### config.mk
export PLATFORM = sky130hd
export DESIGN_NAME = quadratic_stack_blur_line_flat
export DESIGN_NICKNAME = d
export VERILOG_FILES = /design/src/design/qsb_pkg.sv /design/src/design/qsb_if.sv /design/src/design/qsb_ram.sv /design/src/design/qsb_front.sv /design/src/design/qsb_back.sv /design/src/design/quadratic_stack_blur_line.sv /design/src/flat_wrapper.sv
export SDC_FILE = /design/constraint.sdc
export NUM_CORES = 2
export LEC_CHECK = 0
export BUFFER_PORTS_ARGS = -buffer_cell sky130_fd_sc_hd__buf_4
export CAP_MARGIN = 20
export CORE_UTILIZATION = 45
export DETAILED_ROUTE_END_ITERATION = 8
export SYNTH_ARGS = -nofsm -noshare
export SYNTH_HDL_FRONTEND = slang
export SYNTH_HIERARCHICAL = 1
export SYNTH_SLANG_ARGS = --single-unit
### constraint.sdc
create_clock -name clk -period 7.4 [get_ports clk]
set_clock_uncertainty 0.2 [all_clocks]
set_input_delay 1.48 -clock clk [delete_from_list [all_inputs] [get_ports clk]]
set_output_delay 1.48 -clock clk [all_outputs]
set_load 0.005 [all_outputs]
### src/design/qsb_pkg.sv
// qsb_pkg: shared types and constants for the quadratic stack blur line block
// no dependencies
package qsb_pkg;

    localparam int RAD_W     = 5;
    localparam int MULT_W    = 16;
    localparam int SHIFT_W   = 5;
    localparam int CFG_W     = 16;
    localparam int CFG_IDX_W = 2;

    localparam logic [CFG_IDX_W-1:0] REG_RADIUS       = 2'd0;
    localparam logic [CFG_IDX_W-1:0] REG_WEIGHT_MULT  = 2'd1;
    localparam logic [CFG_IDX_W-1:0] REG_WEIGHT_SHIFT = 2'd2;

    localparam logic [RAD_W-1:0]   RADIUS_RST = 5'd2;
    localparam logic [MULT_W-1:0]  MULT_RST   = 16'd5461;
    localparam logic [SHIFT_W-1:0] SHIFT_RST  = 5'd16;

    localparam int Q_DEPTH = 4;
    localparam int Q_PTR_W = 2;
    localparam int Q_CNT_W = 3;

    localparam int NUM_SUMS = 7;
    localparam int S_LEFT   = 0;
    localparam int S_RIGHT  = 1;
    localparam int S_LIN    = 2;
    localparam int S_LOUT   = 3;
    localparam int S_RIN    = 4;
    localparam int S_ROUT   = 5;
    localparam int S_QUAD   = 6;

    localparam int OP_W = 4;
    localparam logic [OP_W-1:0] OP_LOUT_SUB_REM   = 4'd0;
    localparam logic [OP_W-1:0] OP_LIN_ADD_R      = 4'd1;
    localparam logic [OP_W-1:0] OP_LEFT_ADD_LIN   = 4'd2;
    localparam logic [OP_W-1:0] OP_LOUT_ADD_ACC   = 4'd3;
    localparam logic [OP_W-1:0] OP_LIN_SUB_RACC   = 4'd4;
    localparam logic [OP_W-1:0] OP_ROUT_SUB_R1    = 4'd5;
    localparam logic [OP_W-1:0] OP_RIN_ADD_NEW   = 4'd6;
    localparam logic [OP_W-1:0] OP_RIGHT_ADD_RIN  = 4'd7;
    localparam logic [OP_W-1:0] OP_ROUT_ADD_RPACC = 4'd8;
    localparam logic [OP_W-1:0] OP_RIN_SUB_2RACC  = 4'd9;
    localparam logic [OP_W-1:0] OP_QUAD_ADD_RIGHT = 4'd10;
    localparam logic [OP_W-1:0] OP_QUAD_SUB_LEFT  = 4'd11;
    localparam logic [OP_W-1:0] OP_LEFT_SUB_LOUT  = 4'd12;
    localparam logic [OP_W-1:0] OP_RIGHT_SUB_ROUT = 4'd13;

    typedef enum logic [2:0] {
        OFF_NONE,
        OFF_R,
        OFF_ACC,
        OFF_R_ACC,
        OFF_R_1,
        OFF_R_PACC,
        OFF_2R_ACC
    } off_t;

    typedef enum logic [1:0] {
        M_START,
        M_NORM,
        M_DRAIN
    } mode_t;

    typedef enum logic [4:0] {
        ST_IDLE,
        ST_WR_HI,
        ST_WR_LO,
        ST_R1I_A,
        ST_R1I_B,
        ST_R1I_C,
        ST_R1I_D,
        ST_R1N_A,
        ST_R1N_B,
        ST_R1N_C,
        ST_R1N_D,
        ST_R1N_E,
        ST_R1L_A,
        ST_R1L_B,
        ST_UA0,
        ST_UA1,
        ST_UA2,
        ST_OPA,
        ST_OPB,
        ST_FIN,
        ST_MUL,
        ST_EMIT
    } state_t;

    function automatic off_t op_offset(input logic [OP_W-1:0] op);
        off_t o;
        case (op)
            OP_LIN_ADD_R:      o = OFF_R;
            OP_LOUT_ADD_ACC:   o = OFF_ACC;
            OP_LIN_SUB_RACC:   o = OFF_R_ACC;
            OP_ROUT_SUB_R1:    o = OFF_R_1;
            OP_ROUT_ADD_RPACC: o = OFF_R_PACC;
            OP_RIN_SUB_2RACC:  o = OFF_2R_ACC;
            default:           o = OFF_NONE;
        endcase
        return o;
    endfunction

endpackage

### src/design/qsb_if.sv
// qsb_if: stream interfaces for pixels in and blurred pixels out
// no dependencies
interface qsb_in_if #(parameter int PIXEL_BITS = 8);
    logic                  valid;
    logic                  ready;
    logic [PIXEL_BITS-1:0] pixel_in;
    logic                  last_in;

    modport source(output valid, output pixel_in, output last_in, input ready);
    modport sink(input valid, input pixel_in, input last_in, output ready);
endinterface

interface qsb_out_if #(parameter int PIXEL_BITS = 8);
    logic                  valid;
    logic                  ready;
    logic [PIXEL_BITS-1:0] pixel_out;
    logic                  last_out;

    modport source(output valid, output pixel_out, output last_out, input ready);
    modport sink(input valid, input pixel_out, input last_out, output ready);
endinterface

### src/design/qsb_ram.sv
// qsb_ram: generic single write port ram with one registered read port
// no dependencies
module qsb_ram #(
    parameter int WIDTH = 8,
    parameter int DEPTH = 41
) (
    input  logic                     clk,
    input  logic                     we,
    input  logic [$clog2(DEPTH)-1:0] waddr,
    input  logic [WIDTH-1:0]         wdata,
    input  logic [$clog2(DEPTH)-1:0] raddr,
    output logic [WIDTH-1:0]         rdata
);

    logic [WIDTH-1:0] mem [DEPTH];
    logic [WIDTH-1:0] rdata_reg;

    always_ff @(posedge clk)
    begin
        if (we)
        begin
            mem[waddr] <= wdata;
        end
        rdata_reg <= mem[raddr];
    end

    assign rdata = rdata_reg;

endmodule

### src/design/qsb_front.sv
// qsb_front: input side, accepts pixels into a short queue for the back end
// depends on qsb_pkg and qsb_if
module qsb_front #(
    parameter int PIXEL_BITS = 8
) (
    input  logic                  clk,
    input  logic                  rst_n,
    qsb_in_if.sink                in_ch,
    output logic                  pop_valid,
    input  logic                  pop_ready,
    output logic [PIXEL_BITS-1:0] pop_pixel,
    output logic                  pop_last
);

    logic [PIXEL_BITS:0]          q_mem [qsb_pkg::Q_DEPTH];
    logic [qsb_pkg::Q_PTR_W-1:0]  wr_ptr_reg, wr_ptr_next;
    logic [qsb_pkg::Q_PTR_W-1:0]  rd_ptr_reg, rd_ptr_next;
    logic [qsb_pkg::Q_CNT_W-1:0]  cnt_reg, cnt_next;
    logic                         push, pop;

    assign in_ch.ready = (cnt_reg != qsb_pkg::Q_CNT_W'(qsb_pkg::Q_DEPTH));
    assign push        = in_ch.valid && in_ch.ready;
    assign pop_valid   = (cnt_reg != '0);
    assign pop         = pop_valid && pop_ready;
    assign pop_pixel   = q_mem[rd_ptr_reg][PIXEL_BITS-1:0];
    assign pop_last    = q_mem[rd_ptr_reg][PIXEL_BITS];

    always_comb
    begin
        wr_ptr_next = push ? wr_ptr_reg + 1'b1 : wr_ptr_reg;
        rd_ptr_next = pop ? rd_ptr_reg + 1'b1 : rd_ptr_reg;
        cnt_next    = cnt_reg;
        if (push && !pop)
        begin
            cnt_next = cnt_reg + 1'b1;
        end
        else if (pop && !push)
        begin
            cnt_next = cnt_reg - 1'b1;
        end
    end

    always_ff @(posedge clk)
    begin
        if (push)
        begin
            q_mem[wr_ptr_reg] <= {in_ch.last_in, in_ch.pixel_in};
        end
    end

    always_ff @(posedge clk or negedge rst_n)
    begin
        if (!rst_n)
        begin
            wr_ptr_reg <= '0;
            rd_ptr_reg <= '0;
            cnt_reg    <= '0;
        end
        else
        begin
            wr_ptr_reg <= wr_ptr_next;
            rd_ptr_reg <= rd_ptr_next;
            cnt_reg    <= cnt_next;
        end
    end

endmodule

### src/design/qsb_back.sv
// qsb_back: sequencer that runs the window, running sums, scaling and output word
// depends on qsb_pkg, qsb_if and qsb_ram
module qsb_back #(
    parameter int MAX_RAD    = 20,
    parameter int PIXEL_BITS = 8,
    parameter int ACC_BITS   = 32
) (
    input  logic                          clk,
    input  logic                          rst_n,
    input  logic                          pop_valid,
    output logic                          pop_ready,
    input  logic [PIXEL_BITS-1:0]         pop_pixel,
    input  logic                          pop_last,
    input  logic [qsb_pkg::RAD_W-1:0]     radius,
    input  logic [qsb_pkg::MULT_W-1:0]    weight_multiplier,
    input  logic [qsb_pkg::SHIFT_W-1:0]   weight_shift,
    qsb_out_if.source                     out_ch
);

    localparam int WIN  = 2 * MAX_RAD + 1;
    localparam int AW   = $clog2(WIN);
    localparam int XW   = AW + 1;
    localparam int PSW  = $clog2(MAX_RAD + 2);
    localparam int PRW  = ACC_BITS + qsb_pkg::MULT_W;
    localparam int RW   = PRW + 1;

    qsb_pkg::state_t            state_reg, state_next;
    qsb_pkg::mode_t             mode_reg, mode_next;
    logic [ACC_BITS-1:0]        sum_reg [qsb_pkg::NUM_SUMS];
    logic [ACC_BITS-1:0]        sum_next [qsb_pkg::NUM_SUMS];
    logic [AW-1:0]              wi_reg, wi_next;
    logic [PSW-1:0]             ps_reg, ps_next;
    logic [qsb_pkg::RAD_W-1:0]  lr_reg, lr_next;
    logic [AW-1:0]              step_reg, step_next;
    logic [PSW-1:0]             cnt_reg, cnt_next;
    logic [qsb_pkg::OP_W-1:0]   op_reg, op_next;
    logic [PIXEL_BITS-1:0]      p_reg, p_next;
    logic                       last_reg, last_next;
    logic [PIXEL_BITS-1:0]      add_reg, add_next;
    logic [PIXEL_BITS-1:0]      rem_reg, rem_next;
    logic                       zero_reg, zero_next;
    logic [ACC_BITS-1:0]        v_reg, v_next;
    logic [ACC_BITS-1:0]        q_reg, q_next;
    logic [PRW-1:0]             prod_reg, prod_next;
    logic                       em_last_reg, em_last_next;
    logic                       rnd1_reg, rnd1_next;
    logic                       out_valid_reg, out_valid_next;
    logic [PIXEL_BITS-1:0]      out_pixel_reg, out_pixel_next;
    logic                       out_last_reg, out_last_next;

    logic                       ram_we;
    logic [AW-1:0]              ram_waddr, ram_raddr;
    logic [PIXEL_BITS-1:0]      ram_wdata, ram_rdata;

    logic [XW-1:0]              xr, acc, bs, wi_x, off, t_st, n_sum, d_drain, ps_x, r_in_x;
    logic [AW-1:0]              wi_inc, wi_inc2, st_addr, n_addr, j_addr;
    logic                       st_zero;
    logic [qsb_pkg::RAD_W-1:0]  r_in;
    logic                       r_bad, r_one, in_startup, startup_done;
    logic                       slot_free, step_last;
    logic [ACC_BITS-1:0]        fv;
    logic [RW-1:0]              rnd_add, shifted;
    logic [ACC_BITS:0]          r1_sum;
    logic [PIXEL_BITS-1:0]      emit_val;

    qsb_ram #(
        .WIDTH(PIXEL_BITS),
        .DEPTH(WIN)
    ) u_win (
        .clk  (clk),
        .we   (ram_we),
        .waddr(ram_waddr),
        .wdata(ram_wdata),
        .raddr(ram_raddr),
        .rdata(ram_rdata)
    );

    // window geometry
    always_comb
    begin
        xr      = XW'(lr_reg);
        acc     = xr >> 1;
        bs      = (xr << 1) + XW'(1);
        wi_x    = XW'(wi_reg);
        wi_inc  = ((wi_x + XW'(1)) == bs) ? '0 : wi_reg + AW'(1);
        wi_inc2 = ((XW'(wi_inc) + XW'(1)) == bs) ? '0 : wi_inc + AW'(1);
        case (qsb_pkg::op_offset(op_reg))
            qsb_pkg::OFF_R:      off = xr;
            qsb_pkg::OFF_ACC:    off = acc;
            qsb_pkg::OFF_R_ACC:  off = xr - acc;
            qsb_pkg::OFF_R_1:    off = xr - XW'(1);
            qsb_pkg::OFF_R_PACC: off = xr + acc;
            qsb_pkg::OFF_2R_ACC: off = (xr << 1) - acc;
            default:             off = '0;
        endcase
        t_st    = off + XW'(step_reg) + XW'(1);
        st_zero = (t_st < bs);
        st_addr = AW'(t_st - bs);
        n_sum   = wi_x + off;
        n_addr  = (n_sum >= bs) ? AW'(n_sum - bs) : AW'(n_sum);
        d_drain = (XW'(cnt_reg) + XW'(1)) << 1;
        j_addr  = (wi_x >= d_drain) ? AW'(wi_x - d_drain) : AW'(wi_x + bs - d_drain);
        r_in    = (ps_reg == '0) ? radius : lr_reg;
        r_bad   = (r_in == '0) || (int'(r_in) > MAX_RAD);
        r_in_x  = XW'(r_in);
        ps_x    = XW'(ps_reg);
        in_startup   = (ps_x <= r_in_x);
        startup_done = ((ps_x + XW'(1)) > xr);
        r_one        = (lr_reg == qsb_pkg::RAD_W'(1));
        step_last    = ((XW'(step_reg) + XW'(1)) >= bs);
        slot_free    = !out_valid_reg || out_ch.ready;
        fv           = zero_reg ? '0 : ACC_BITS'(ram_rdata);
    end

    // output scaling
    always_comb
    begin
        rnd_add = RW'(1) << (weight_shift - qsb_pkg::SHIFT_W'(1));
        shifted = (RW'(prod_reg) + rnd_add) >> weight_shift;
        r1_sum  = ((ACC_BITS + 1)'(q_reg) + (ACC_BITS + 1)'(2)) >> 2;
        if (rnd1_reg)
        begin
            emit_val = PIXEL_BITS'(r1_sum);
        end
        else if (weight_shift == '0)
        begin
            emit_val = PIXEL_BITS'(prod_reg);
        end
        else
        begin
            emit_val = PIXEL_BITS'(shifted);
        end
    end

    // window memory ports
    always_comb
    begin
        ram_we    = 1'b0;
        ram_waddr = wi_reg;
        ram_wdata = p_reg;
        ram_raddr = wi_reg;
        case (state_reg)
            qsb_pkg::ST_WR_HI:
            begin
                ram_we    = 1'b1;
                ram_waddr = AW'(xr + ps_x);
            end
            qsb_pkg::ST_WR_LO:
            begin
                ram_we    = 1'b1;
                ram_waddr = AW'(xr - ps_x);
            end
            qsb_pkg::ST_R1I_A: ram_raddr = AW'(0);
            qsb_pkg::ST_R1I_B: ram_raddr = AW'(1);
            qsb_pkg::ST_R1I_C: ram_raddr = AW'(2);
            qsb_pkg::ST_R1N_A: ram_raddr = wi_reg;
            qsb_pkg::ST_R1N_B:
            begin
                ram_we    = 1'b1;
                ram_raddr = wi_inc2;
            end
            qsb_pkg::ST_R1L_A: ram_raddr = wi_inc;
            qsb_pkg::ST_UA0:
                ram_raddr = (mode_reg == qsb_pkg::M_DRAIN) ? j_addr : step_reg;
            qsb_pkg::ST_UA1: ram_raddr = wi_reg;
            qsb_pkg::ST_UA2:
            begin
                ram_we    = (mode_reg != qsb_pkg::M_START);
                ram_wdata = add_reg;
            end
            qsb_pkg::ST_OPA:
                ram_raddr = (mode_reg == qsb_pkg::M_START) ? st_addr : n_addr;
            default:
            begin
                ram_we = 1'b0;
            end
        endcase
    end

    // next state
    always_comb
    begin
        state_next = state_reg;
        case (state_reg)
            qsb_pkg::ST_IDLE:
            begin
                if (pop_valid)
                begin
                    if (r_bad)
                        state_next = qsb_pkg::ST_IDLE;
                    else if (in_startup)
                        state_next = qsb_pkg::ST_WR_HI;
                    else if (r_in == qsb_pkg::RAD_W'(1))
                        state_next = qsb_pkg::ST_R1N_A;
                    else
                        state_next = qsb_pkg::ST_UA0;
                end
            end
            qsb_pkg::ST_WR_HI: state_next = qsb_pkg::ST_WR_LO;
            qsb_pkg::ST_WR_LO:
            begin
                if (!startup_done)
                    state_next = qsb_pkg::ST_IDLE;
                else if (r_one)
                    state_next = qsb_pkg::ST_R1I_A;
                else
                    state_next = qsb_pkg::ST_UA0;
            end
            qsb_pkg::ST_R1I_A: state_next = qsb_pkg::ST_R1I_B;
            qsb_pkg::ST_R1I_B: state_next = qsb_pkg::ST_R1I_C;
            qsb_pkg::ST_R1I_C: state_next = qsb_pkg::ST_R1I_D;
            qsb_pkg::ST_R1I_D: state_next = qsb_pkg::ST_EMIT;
            qsb_pkg::ST_R1N_A: state_next = qsb_pkg::ST_R1N_B;
            qsb_pkg::ST_R1N_B: state_next = qsb_pkg::ST_R1N_C;
            qsb_pkg::ST_R1N_C: state_next = qsb_pkg::ST_R1N_D;
            qsb_pkg::ST_R1N_D: state_next = qsb_pkg::ST_R1N_E;
            qsb_pkg::ST_R1N_E: state_next = qsb_pkg::ST_EMIT;
            qsb_pkg::ST_R1L_A: state_next = qsb_pkg::ST_R1L_B;
            qsb_pkg::ST_R1L_B: state_next = qsb_pkg::ST_EMIT;
            qsb_pkg::ST_UA0:   state_next = qsb_pkg::ST_UA1;
            qsb_pkg::ST_UA1:   state_next = qsb_pkg::ST_UA2;
            qsb_pkg::ST_UA2:   state_next = qsb_pkg::ST_OPA;
            qsb_pkg::ST_OPA:   state_next = qsb_pkg::ST_OPB;
            qsb_pkg::ST_OPB:
            begin
                if (op_reg == qsb_pkg::OP_RIGHT_SUB_ROUT)
                    state_next = qsb_pkg::ST_FIN;
                else
                    state_next = qsb_pkg::ST_OPA;
            end
            qsb_pkg::ST_FIN:
            begin
                if (mode_reg == qsb_pkg::M_START && !step_last)
                    state_next = qsb_pkg::ST_UA0;
                else
                    state_next = qsb_pkg::ST_MUL;
            end
            qsb_pkg::ST_MUL: state_next = qsb_pkg::ST_EMIT;
            qsb_pkg::ST_EMIT:
            begin
                if (slot_free)
                begin
                    if (em_last_reg)
                        state_next = qsb_pkg::ST_IDLE;
                    else if (mode_reg == qsb_pkg::M_DRAIN)
                        state_next = qsb_pkg::ST_UA0;
                    else if (last_reg)
                        state_next = r_one ? qsb_pkg::ST_R1L_A : qsb_pkg::ST_UA0;
                    else
                        state_next = qsb_pkg::ST_IDLE;
                end
            end
            default: state_next = qsb_pkg::ST_IDLE;
        endcase
    end

    // datapath
    always_comb
    begin
        mode_next      = mode_reg;
        sum_next       = sum_reg;
        wi_next        = wi_reg;
        ps_next        = ps_reg;
        lr_next        = lr_reg;
        step_next      = step_reg;
        cnt_next       = cnt_reg;
        op_next        = op_reg;
        p_next         = p_reg;
        last_next      = last_reg;
        add_next       = add_reg;
        rem_next       = rem_reg;
        zero_next      = zero_reg;
        v_next         = v_reg;
        q_next         = q_reg;
        prod_next      = prod_reg;
        em_last_next   = em_last_reg;
        rnd1_next      = rnd1_reg;
        out_valid_next = out_valid_reg && !out_ch.ready;
        out_pixel_next = out_pixel_reg;
        out_last_next  = out_last_reg;
        pop_ready      = 1'b0;
        case (state_reg)
            qsb_pkg::ST_IDLE:
            begin
                pop_ready = 1'b1;
                if (pop_valid)
                begin
                    p_next    = pop_pixel;
                    last_next = pop_last;
                    mode_next = qsb_pkg::M_NORM;
                    if (ps_reg == '0)
                    begin
                        lr_next  = radius;
                        wi_next  = '0;
                        sum_next = '{default: '0};
                    end
                end
            end
            qsb_pkg::ST_WR_LO:
            begin
                ps_next = ps_reg + PSW'(1);
                if (!startup_done)
                begin
                    if (last_reg)
                    begin
                        ps_next  = '0;
                        wi_next  = '0;
                        sum_next = '{default: '0};
                    end
                end
                else
                begin
                    wi_next   = '0;
                    step_next = '0;
                    mode_next = r_one ? qsb_pkg::M_NORM : qsb_pkg::M_START;
                end
            end
            qsb_pkg::ST_R1I_B: add_next = ram_rdata;
            qsb_pkg::ST_R1I_C: rem_next = ram_rdata;
            qsb_pkg::ST_R1I_D:
            begin
                sum_next[qsb_pkg::S_LEFT]  = ACC_BITS'(add_reg) + ACC_BITS'(rem_reg);
                sum_next[qsb_pkg::S_QUAD]  = ACC_BITS'(add_reg) + ACC_BITS'(rem_reg);
                sum_next[qsb_pkg::S_RIGHT] = ACC_BITS'(ram_rdata);
                q_next       = (ACC_BITS'(add_reg) + ACC_BITS'(rem_reg)) << 1;
                rnd1_next    = 1'b1;
                em_last_next = 1'b0;
            end
            qsb_pkg::ST_R1N_B:
            begin
                sum_next[qsb_pkg::S_LEFT] = sum_reg[qsb_pkg::S_LEFT] - ACC_BITS'(ram_rdata);
                wi_next = wi_inc;
            end
            qsb_pkg::ST_R1N_C:
            begin
                rem_next = ram_rdata;
                sum_next[qsb_pkg::S_RIGHT] = sum_reg[qsb_pkg::S_RIGHT] + ACC_BITS'(p_reg);
                sum_next[qsb_pkg::S_LEFT]  = sum_reg[qsb_pkg::S_LEFT] + ACC_BITS'(ram_rdata);
            end
            qsb_pkg::ST_R1N_D:
            begin
                sum_next[qsb_pkg::S_QUAD]  = sum_reg[qsb_pkg::S_QUAD] + sum_reg[qsb_pkg::S_RIGHT];
                q_next = sum_reg[qsb_pkg::S_QUAD] + sum_reg[qsb_pkg::S_RIGHT];
                sum_next[qsb_pkg::S_RIGHT] = sum_reg[qsb_pkg::S_RIGHT] - ACC_BITS'(rem_reg);
            end
            qsb_pkg::ST_R1N_E:
            begin
                sum_next[qsb_pkg::S_QUAD] = sum_reg[qsb_pkg::S_QUAD] - sum_reg[qsb_pkg::S_LEFT];
                rnd1_next    = 1'b1;
                em_last_next = 1'b0;
            end
            qsb_pkg::ST_R1L_B:
            begin
                q_next = sum_reg[qsb_pkg::S_RIGHT] + sum_reg[qsb_pkg::S_QUAD]
                       + ACC_BITS'(ram_rdata);
                rnd1_next    = 1'b1;
                em_last_next = 1'b1;
            end
            qsb_pkg::ST_UA1:
            begin
                add_next = (mode_reg == qsb_pkg::M_NORM) ? p_reg : ram_rdata;
            end
            qsb_pkg::ST_UA2:
            begin
                rem_next = (mode_reg == qsb_pkg::M_START) ? '0 : ram_rdata;
                if (mode_reg != qsb_pkg::M_START)
                begin
                    wi_next = wi_inc;
                end
                op_next = qsb_pkg::OP_LOUT_SUB_REM;
            end
            qsb_pkg::ST_OPA:
            begin
                zero_next = (mode_reg == qsb_pkg::M_START) && st_zero;
            end
            qsb_pkg::ST_OPB:
            begin
                op_next = op_reg + qsb_pkg::OP_W'(1);
                case (op_reg)
                    qsb_pkg::OP_LOUT_SUB_REM:
                        sum_next[qsb_pkg::S_LOUT] = sum_reg[qsb_pkg::S_LOUT] - ACC_BITS'(rem_reg);
                    qsb_pkg::OP_LIN_ADD_R:
                        sum_next[qsb_pkg::S_LIN] = sum_reg[qsb_pkg::S_LIN] + fv;
                    qsb_pkg::OP_LEFT_ADD_LIN:
                        sum_next[qsb_pkg::S_LEFT] = sum_reg[qsb_pkg::S_LEFT]
                                                  + sum_reg[qsb_pkg::S_LIN];
                    qsb_pkg::OP_LOUT_ADD_ACC:
                        sum_next[qsb_pkg::S_LOUT] = sum_reg[qsb_pkg::S_LOUT] + fv;
                    qsb_pkg::OP_LIN_SUB_RACC:
                        sum_next[qsb_pkg::S_LIN] = sum_reg[qsb_pkg::S_LIN] - fv;
                    qsb_pkg::OP_ROUT_SUB_R1:
                        sum_next[qsb_pkg::S_ROUT] = sum_reg[qsb_pkg::S_ROUT] - fv;
                    qsb_pkg::OP_RIN_ADD_NEW:
                        sum_next[qsb_pkg::S_RIN] = sum_reg[qsb_pkg::S_RIN] + ACC_BITS'(add_reg);
                    qsb_pkg::OP_RIGHT_ADD_RIN:
                        sum_next[qsb_pkg::S_RIGHT] = sum_reg[qsb_pkg::S_RIGHT]
                                                   + sum_reg[qsb_pkg::S_RIN];
                    qsb_pkg::OP_ROUT_ADD_RPACC:
                        sum_next[qsb_pkg::S_ROUT] = sum_reg[qsb_pkg::S_ROUT] + fv;
                    qsb_pkg::OP_RIN_SUB_2RACC:
                        sum_next[qsb_pkg::S_RIN] = sum_reg[qsb_pkg::S_RIN] - fv;
                    qsb_pkg::OP_QUAD_ADD_RIGHT:
                    begin
                        sum_next[qsb_pkg::S_QUAD] = sum_reg[qsb_pkg::S_QUAD]
                                                  + sum_reg[qsb_pkg::S_RIGHT];
                        v_next = sum_reg[qsb_pkg::S_QUAD] + sum_reg[qsb_pkg::S_RIGHT];
                    end
                    qsb_pkg::OP_QUAD_SUB_LEFT:
                        sum_next[qsb_pkg::S_QUAD] = sum_reg[qsb_pkg::S_QUAD]
                                                  - sum_reg[qsb_pkg::S_LEFT];
                    qsb_pkg::OP_LEFT_SUB_LOUT:
                        sum_next[qsb_pkg::S_LEFT] = sum_reg[qsb_pkg::S_LEFT]
                                                  - sum_reg[qsb_pkg::S_LOUT];
                    qsb_pkg::OP_RIGHT_SUB_ROUT:
                        sum_next[qsb_pkg::S_RIGHT] = sum_reg[qsb_pkg::S_RIGHT]
                                                   - sum_reg[qsb_pkg::S_ROUT];
                    default:
                        op_next = op_reg;
                endcase
            end
            qsb_pkg::ST_FIN:
            begin
                rnd1_next    = 1'b0;
                em_last_next = (mode_reg == qsb_pkg::M_DRAIN)
                            && (XW'(cnt_reg) + XW'(1) == xr);
                if (mode_reg == qsb_pkg::M_START)
                begin
                    step_next = step_reg + AW'(1);
                    q_next = sum_reg[qsb_pkg::S_QUAD] + sum_reg[qsb_pkg::S_LOUT]
                           + sum_reg[qsb_pkg::S_LEFT];
                    if (step_last)
                    begin
                        wi_next = '0;
                    end
                end
                else
                begin
                    q_next = v_reg;
                end
            end
            qsb_pkg::ST_MUL:
            begin
                prod_next = PRW'(q_reg) * PRW'(weight_multiplier);
            end
            qsb_pkg::ST_EMIT:
            begin
                if (slot_free)
                begin
                    out_valid_next = 1'b1;
                    out_pixel_next = emit_val;
                    out_last_next  = em_last_reg;
                    if (em_last_reg)
                    begin
                        ps_next  = '0;
                        wi_next  = '0;
                        sum_next = '{default: '0};
                    end
                    else if (mode_reg == qsb_pkg::M_DRAIN)
                    begin
                        cnt_next = cnt_reg + PSW'(1);
                    end
                    else if (last_reg && !r_one)
                    begin
                        cnt_next  = '0;
                        mode_next = qsb_pkg::M_DRAIN;
                    end
                end
            end
            default:
            begin
                pop_ready = 1'b0;
            end
        endcase
    end

    always_ff @(posedge clk or negedge rst_n)
    begin
        if (!rst_n)
        begin
            state_reg     <= qsb_pkg::ST_IDLE;
            mode_reg      <= qsb_pkg::M_NORM;
            sum_reg       <= '{default: '0};
            wi_reg        <= '0;
            ps_reg        <= '0;
            lr_reg        <= '0;
            step_reg      <= '0;
            cnt_reg       <= '0;
            op_reg        <= '0;
            em_last_reg   <= 1'b0;
            rnd1_reg      <= 1'b0;
            last_reg      <= 1'b0;
            out_valid_reg <= 1'b0;
        end
        else
        begin
            state_reg     <= state_next;
            mode_reg      <= mode_next;
            sum_reg       <= sum_next;
            wi_reg        <= wi_next;
            ps_reg        <= ps_next;
            lr_reg        <= lr_next;
            step_reg      <= step_next;
            cnt_reg       <= cnt_next;
            op_reg        <= op_next;
            em_last_reg   <= em_last_next;
            rnd1_reg      <= rnd1_next;
            last_reg      <= last_next;
            out_valid_reg <= out_valid_next;
        end
    end

    always_ff @(posedge clk)
    begin
        p_reg         <= p_next;
        add_reg       <= add_next;
        rem_reg       <= rem_next;
        zero_reg      <= zero_next;
        v_reg         <= v_next;
        q_reg         <= q_next;
        prod_reg      <= prod_next;
        out_pixel_reg <= out_pixel_next;
        out_last_reg  <= out_last_next;
    end

    assign out_ch.valid     = out_valid_reg;
    assign out_ch.pixel_out = out_pixel_reg;
    assign out_ch.last_out  = out_last_reg;

endmodule

### src/design/quadratic_stack_blur_line.sv
// quadratic_stack_blur_line: top level, configuration registers, front queue and back sequencer
// depends on qsb_pkg, qsb_if, qsb_front and qsb_back
//
// usage:
// pixels of one line enter on in_ch (valid/ready), the final one with last_in set;
// blurred pixels leave on out_ch, the final one of a line with last_out set
// the user writes registers radius, weight_multiplier and weight_shift on cfg_we, cfg_index,
// cfg_data only while the block is idle, not enforced; radius is taken at each line start
// a four word input queue lets pixels be taken while the back end works or stalls
// nothing comes out until radius+1 pixels are in; that pixel runs the startup fill,
// 2r+1 passes through the window ram at radius 2 and up, then one word out
// each later pixel gives one word: at radius 2 and up fourteen sum updates, each an OPA
// read and an OPB update, as the window ram has a single read port; at radius 1 the
// states R1N_A to R1N_E
// the last pixel adds r more words
// a stalled out_ch holds the output word; the back end waits, the queue keeps filling
// reset clears the line state and the sums; the window ram is not cleared
module quadratic_stack_blur_line #(
    parameter int MAX_RAD    = 20,
    parameter int PIXEL_BITS = 8,
    parameter int ACC_BITS   = 32
) (
    input  logic                             clk,
    input  logic                             rst_n,
    input  logic                             cfg_we,
    input  logic [qsb_pkg::CFG_IDX_W-1:0]    cfg_index,
    input  logic [qsb_pkg::CFG_W-1:0]        cfg_data,
    qsb_in_if.sink                           in_ch,
    qsb_out_if.source                        out_ch
);

    logic [qsb_pkg::RAD_W-1:0]   radius_reg, radius_next;
    logic [qsb_pkg::MULT_W-1:0]  mult_reg, mult_next;
    logic [qsb_pkg::SHIFT_W-1:0] shift_reg, shift_next;

    logic                  pop_valid, pop_ready, pop_last;
    logic [PIXEL_BITS-1:0] pop_pixel;

    always_comb
    begin
        radius_next = radius_reg;
        mult_next   = mult_reg;
        shift_next  = shift_reg;
        if (cfg_we)
        begin
            case (cfg_index)
                qsb_pkg::REG_RADIUS:       radius_next = cfg_data[qsb_pkg::RAD_W-1:0];
                qsb_pkg::REG_WEIGHT_MULT:  mult_next   = cfg_data[qsb_pkg::MULT_W-1:0];
                qsb_pkg::REG_WEIGHT_SHIFT: shift_next  = cfg_data[qsb_pkg::SHIFT_W-1:0];
                default:                   radius_next = radius_reg;
            endcase
        end
    end

    always_ff @(posedge clk or negedge rst_n)
    begin
        if (!rst_n)
        begin
            radius_reg <= qsb_pkg::RADIUS_RST;
            mult_reg   <= qsb_pkg::MULT_RST;
            shift_reg  <= qsb_pkg::SHIFT_RST;
        end
        else
        begin
            radius_reg <= radius_next;
            mult_reg   <= mult_next;
            shift_reg  <= shift_next;
        end
    end

    qsb_front #(
        .PIXEL_BITS(PIXEL_BITS)
    ) u_front (
        .clk      (clk),
        .rst_n    (rst_n),
        .in_ch    (in_ch),
        .pop_valid(pop_valid),
        .pop_ready(pop_ready),
        .pop_pixel(pop_pixel),
        .pop_last (pop_last)
    );

    qsb_back #(
        .MAX_RAD   (MAX_RAD),
        .PIXEL_BITS(PIXEL_BITS),
        .ACC_BITS  (ACC_BITS)
    ) u_back (
        .clk              (clk),
        .rst_n            (rst_n),
        .pop_valid        (pop_valid),
        .pop_ready        (pop_ready),
        .pop_pixel        (pop_pixel),
        .pop_last         (pop_last),
        .radius           (radius_reg),
        .weight_multiplier(mult_reg),
        .weight_shift     (shift_reg),
        .out_ch           (out_ch)
    );

endmodule

### src/flat_wrapper.sv
// flat-port wrapper written by rule: the top's interface ports become plain ports
module quadratic_stack_blur_line_flat 
#(
    parameter int MAX_RAD    = 20,
    parameter int PIXEL_BITS = 8,
    parameter int ACC_BITS   = 32
)
  (clk, rst_n, cfg_we, cfg_index, cfg_data, in_ch_valid, in_ch_pixel_in, in_ch_last_in, in_ch_ready, out_ch_valid, out_ch_pixel_out, out_ch_last_out, out_ch_ready);
  qsb_in_if #(.PIXEL_BITS(PIXEL_BITS)) in_ch_i ();
  qsb_out_if #(.PIXEL_BITS(PIXEL_BITS)) out_ch_i ();
  input  logic clk;
  input  logic rst_n;
  input  logic cfg_we;
  input  logic [qsb_pkg::CFG_IDX_W-1:0] cfg_index;
  input  logic [qsb_pkg::CFG_W-1:0] cfg_data;
  input wire logic [$bits(in_ch_i.valid)-1:0] in_ch_valid;
  input wire logic [$bits(in_ch_i.pixel_in)-1:0] in_ch_pixel_in;
  input wire logic [$bits(in_ch_i.last_in)-1:0] in_ch_last_in;
  output wire logic [$bits(in_ch_i.ready)-1:0] in_ch_ready;
  output wire logic [$bits(out_ch_i.valid)-1:0] out_ch_valid;
  output wire logic [$bits(out_ch_i.pixel_out)-1:0] out_ch_pixel_out;
  output wire logic [$bits(out_ch_i.last_out)-1:0] out_ch_last_out;
  input wire logic [$bits(out_ch_i.ready)-1:0] out_ch_ready;
  assign in_ch_i.valid = in_ch_valid;
  assign in_ch_i.pixel_in = in_ch_pixel_in;
  assign in_ch_i.last_in = in_ch_last_in;
  assign in_ch_ready = in_ch_i.ready;
  assign out_ch_valid = out_ch_i.valid;
  assign out_ch_pixel_out = out_ch_i.pixel_out;
  assign out_ch_last_out = out_ch_i.last_out;
  assign out_ch_i.ready = out_ch_ready;
  quadratic_stack_blur_line #(.MAX_RAD(MAX_RAD), .PIXEL_BITS(PIXEL_BITS), .ACC_BITS(ACC_BITS)) u_core (.clk(clk), .rst_n(rst_n), .cfg_we(cfg_we), .cfg_index(cfg_index), .cfg_data(cfg_data), .in_ch(in_ch_i), .out_ch(out_ch_i));
endmodule
* Word level (Yosys, flattened, before mapping) *
Memories as Yosys holds them, arrays and structs flattened. A register that Yosys moved wholly into a read port is not among the register bits.
Index checks and enable logic that the tools add are counted.

word-level totals
  register bits after elaboration = 445
  RAM bits = 364
  input port bits = 32
  output and inout port bits = 11
  logic and storage cells = 336
  memories = 2

memories
  memory                   depth  bits a word  rd ports  clocked after Yosys merged registers in  wr ports  RTL line         source
  u_core.u_back.u_win.mem  41     8            1         1                                        1         qsb_ram.sv:15    logic [WIDTH-1:0] mem [DEPTH];
  u_core.u_front.q_mem     4      9            1         0                                        1         qsb_front.sv:15  logic [PIXEL_BITS:0] q_mem [qsb_pkg::Q_DEPTH];

operators by class
  add/sub/neg operators = 55
  multiply operators = 1
  $lt $le $gt $ge = 7
  eq/ne operators = 72
  shifts and indexed selects = 2
  mux-type cells = 94
  bitwise operators = 1
  reduce and logical (&&, ||, !) cells = 68

operators with widths
  cell                  number
  $mux 224              6
  $pmux 32 s7           3
  $pmux 128 s4          1
  $pmux 32 s2           7
  $add 32x8->32         7
  $sub 32x8->32         6
  $add 32x32->32        5
  $pmux 32 s4           1
  $mux 6                17
  $sub 32x32->32        3
  $pmux 5 s19           1
  $reduce_and 8->1      7
  $mux 5                10
  $add 48x49->49        1
  $shl 1x5->49 const A  1
  $shr 49x5->8          1
  $mul 32x16->48        1
  $mux 8                6
  $pmux 6 s7            1
  $pmux 7 s6            1
  $eq 5x4->1 const B    8
  $mux 4                9
  $pmux 6 s6            1
  $mux 32               1
  other kinds (80)      195

* Logic depth before layout (Yosys ltp) *
  word-level depth = 9
  mapped depth = 30
  gate-level depth less buffers = 26

* By module *
Netlist, hierarchy kept.

modules (own cells, without submodules)
  module                     instances  cells an instance  area each (µm²)
  qsb_back                   1          6871               56905.8
  qsb_ram                    1          722                13429.1
  qsb_front                  1          82                 1727.9
  quadratic_stack_blur_line  1          56                 1049.8

* Least setup slack after synthesis *
No wires, ideal clock.

  path kind = reg2reg
  start point = reg u_core.u_back.q_reg[5]
  end point = reg u_core.u_back.prod_reg[28], data pin
  setup time = 0.262 ns
  data arrival time = 6.482 ns
  slack = 0.455 ns
  stages on the path, launching flop included = 26
  period minus slack after synthesis = 6.945 ns
  cells stage by stage = edfxtp_1 clkbuf_1 clkbuf_1 nand2_1 fa_1 inv_1 fa_1 inv_1 fa_1 inv_1 fa_1 inv_1 fa_1 inv_1 fa_1 ha_1 and3_1 a221o_1 a21oi_1 o21ai_0 a211oi_1 nor2_1 o41ai_1 o21a_1 o21bai_1 xor2_1

between the ends
  word-level cells in the longest chain between the ends = 1

ends and longest elaborated chain
  element                 RTL line         source
  from (decl)             qsb_back.sv:43   logic [ACC_BITS-1:0] q_reg, q_next;
  from (signal assigned)  qsb_back.sv:519  q_reg <= q_next;
  $mul 32x16->48          qsb_back.sv:443  prod_next = PRW'(q_reg) * PRW'(weight_multiplier);
  to (signal assigned)    qsb_back.sv:520  prod_reg <= prod_next;
  to (decl)               qsb_back.sv:44   logic [PRW-1:0] prod_reg, prod_next;

Every way passes these cells.
A chain may end at the register's enable or synchronous reset.

* Final worst setup path *
  start point = reg u_core/mult_reg[6] (netlist name)
  end point = reg u_core.u_back.prod_reg[38], data pin

between the ends
  word-level cells in the longest chain between the ends = 1

ends and longest elaborated chain
  element                 RTL line                         source
  from (decl)             quadratic_stack_blur_line.sv:33  logic [qsb_pkg::MULT_W-1:0] mult_reg, mult_next;
  from (signal assigned)  quadratic_stack_blur_line.sv:60  mult_reg <= qsb_pkg::MULT_RST;
  from (signal assigned)  quadratic_stack_blur_line.sv:66  mult_reg <= mult_next;
  $mul 32x16->48          qsb_back.sv:443

Every way passes these cells.

==> out/metrics.yaml <==
placed_design:
  gp_congestion: 0.9443
  portBuffers: 42
  place_hpwl_um: 168200
sta:
  timing.setup.tns_ns: 0
  slew_viol_final: 0
  period_share_pct: 95.41
  fmax_mhz: 141.6
  hold_viol_final: 0
  worst_pin_slew_ns: 1.151
  max-slew-margin-rel_pct: 22.46
  rsz0062_at_grt: "false"
  period_minus_slack_ns: 7.060
  finalSetupViolations: 0
logic_synthesis:
  syn-num-nets: 8707
  seq_area_frac_synth_pct: 31.05
  synth.avg_cell_area_sq_um: 9.457
  synth_edf_count: 501
  syn_area_sq_mm: 0.07311
  synthCells: 7731
  yosys.cell_types.count: 110
  yosys_warnings: 6
  synth_ff_type: "edfxtp_1"
  synth-seq-cells: 808
  async_reset_ff_share_pct: 37.00
min_path:
  hold_path_class: "reg -> reg"
  hp-start: "u_core/u_back/sum_reg[39]$_DFFE_PN0P_"
die:
  die-area_sq_mm: 0.1641
  core-area_sq_mm: 0.1609
  start_util_pct: 45.43
  chipWidth_um: 405.1
  ios: 43
  row_count: 147
  die_h_um: 405.1
setup_path:
  crit_family: "adder cells"
  end_kind: "flop"
  cp-start-kind: "flop"
  slowest_delay_ns: 0.67
  crit_buf_inv: 4
  cp.arrival_ns: 7.29
  crit_chain: "buf_4, nand2_1, fa_1, inv_1, fa_1, fa_1, fa_1, fa_1, inv_1, fa_1, inv_1, ha_1, a21o_1, a21oi_1, nor2b_1, or2_2, o311ai_1, nand2_1, nor4_2, o41ai_1, a21oi_1, xnor2_1"
  cp_slowest_cell: "dfstp_2"
  required_ns: 7.63
  critPathMaxFanout: 22
  timing.rr.start: "u_core/mult_reg[6]$_DFFE_PN1P_"
  crit_start: "u_core/mult_reg[6]$_DFFE_PN1P_"
  cp_common_cell: "fa_1"
  critical_path_class: "reg -> reg"
routing:
  wl_per_cell_um: 21.80
  drtAntennaViolNets: 0
  dr.pass1.iters: 6
  drtIter0Drc: 4624
  num_vias: 58500
  drt_wl_total_um: 217100
  via_per_inst: 5.876
  route.detailed.drc: 0
global_route:
  grt_pass1_wl_um: 336300
  grt.total_usage_pct: 26.22
  gr-total-overflow: 0
  grt_max_degree: 156
  antenna_found_initial: 1
  grt_pass1_vias: 57270
finish:
  layout.nets: 8691
  largest_reg_flops: 328
  syn2layout_area_growth_pct: 8.909
  drive_above_1_share_pct: 7.660
cts:
  clock_sinks: 808
  cts_root_buf: "clkbuf_16"
  cts_buffers: 96
  cts_hold_buf: 0
  insertion_delay_ns: 0.76
  clk_pin_slew_worst_paths_ns: 0.07
  htreeDepth: 3
  cts_tree: "yes"
  cts_buffer_depth: 3
status:
  status: "finished, final reports clean"
run:
  maxCapViolations: 0
## synth_stat cells, types with 36 or more instances
master	count	area, sq um
nand2_1	902	3386
inv_1	618	2320
ha_1	505	6319
edfxtp_1	501	15040
a21oi_1	472	2362
nor2_1	464	1742
fa_1	439	8788
o21ai_0	421	2107
xnor2_1	313	2741
clkbuf_1	309	1160
dfrtp_1	289	7232
xor2_1	204	1787
and2_1	186	1164
mux2i_1	172	1722
a21o_1	162	1216
nor3_1	146	730.7
nand3_1	119	595.6
o31ai_1	107	803.3
nand2b_1	88	550.5
a22o_1	87	762.0
nor2b_1	80	500.5
a22oi_1	70	525.5
o21a_1	68	510.5
o21bai_1	67	503.0
a211oi_1	65	488.0
or3_1	54	337.8
a31oi_1	51	319.1
mux2_2	50	563.0
nand4_1	42	262.8
and3_1	38	237.7
o211ai_1	36	270.3
## cell usage in the layout, fill, tap and decap left out, drive strengths merged, types with 247 or more instances in the layout
cell type and count:
nand2 903, inv 622, ha 505, edfxtp 501, a21oi 472, nor2 464
fa 439, o21ai 439, xnor2 313, dfrtp 289, buf 247
## final timing paths
path,slack (ns),cells past startpoint,to
setup reg to reg,0.34,22,u_core/u_back/prod_reg[38]$_DFFE_PN_
max in group asynchronous,4.92,2,u_core/mult_reg[11]$_DFFE_PN0P_
min in group asynchronous,0.57,1,u_core/u_back/sum_reg[31]$_DFFE_PN0P_
hold reg to reg,0.31,2,u_core/u_back/sum_reg[39]$_DFFE_PN0P_
setup / recovery,0.34,22,u_core/u_back/prod_reg[38]$_DFFE_PN_
hold / removal,0.31,2,u_core/u_back/sum_reg[39]$_DFFE_PN0P_
## routing by layer
metal | GRT usage [%] | share of wire (%)
met1 | 36.70 | 45
met2 | 42.59 | 46
met3 | 2.893 | 5.6
met4 | 7.974 | 3.0
met5 | 0 | 0
## layout make-up
type	instances	area, sq um
Fill cell	14910	81310
Multi-Input combinational cell	5938	46640
Sequential cell	808	22700
Tap cell	2160	2703
Clock buffer	120	2572
Inverter	623	2338
Timing Repair Buffer	248	1949
Clock inverter	57	713.2
Antenna cell	2	5.005
## through the flow
stage	instance area, sq um	instances	hold WS [ns]	setup WS [ns]	utilization [%]
5_1_grt	79620	9955	0.3463	0.03319	49.48
3_5_place_dp	76270	9772	0.3013	0.1763	47.39
4_1_cts	79550	9949	0.3158	0.1715	49.43
6_report	79630	9956	0.3136	0.3397	49.48
3_3_place_gp	76240	9768	0.2909	0.2785	47.38
2_1_floorplan	73110	7731	0.2726	0.4553	-
## cell families (layout without fill, tap and decap cells)
logic type               after synthesis  after routing  synth area share [%]
AND/OR/NAND/NOR                     2256           2256                 14.43
AO/OA/AOI/OAI                       1941           1941                 17.64
buffers and inverters                985           1048                 5.368
adder cells (fa/ha/maj)              954            954                 20.80
flip-flops                           808            808                 31.05
XOR/XNOR                             517            517                 6.193
multiplexers                         270            270                 4.516
other                                  0              2                     0
## repair_timing
action,CTS,global route
setup buffers,0,3
resized for setup,0,5
setup endpoints to repair,0,7
## worst reg2reg max path, delay by kind of cell, from the launching register on
| family | cells | cell delay (ns) |
|---|---|---|
| AO/OA/AOI/OAI | 5 | 1.02 |
| XOR/XNOR | 1 | 0.08 |
| adder cells (fa/ha/maj) | 7 | 3.43 |
| buffers and inverters | 4 | 0.47 |
| flip-flops | 1 | 0.67 |
| AND/OR/NAND/NOR | 5 | 0.93 |
Power is not shown: default switching activity piles up to over one toggle a cycle in this logic, so the estimate is an artifact.
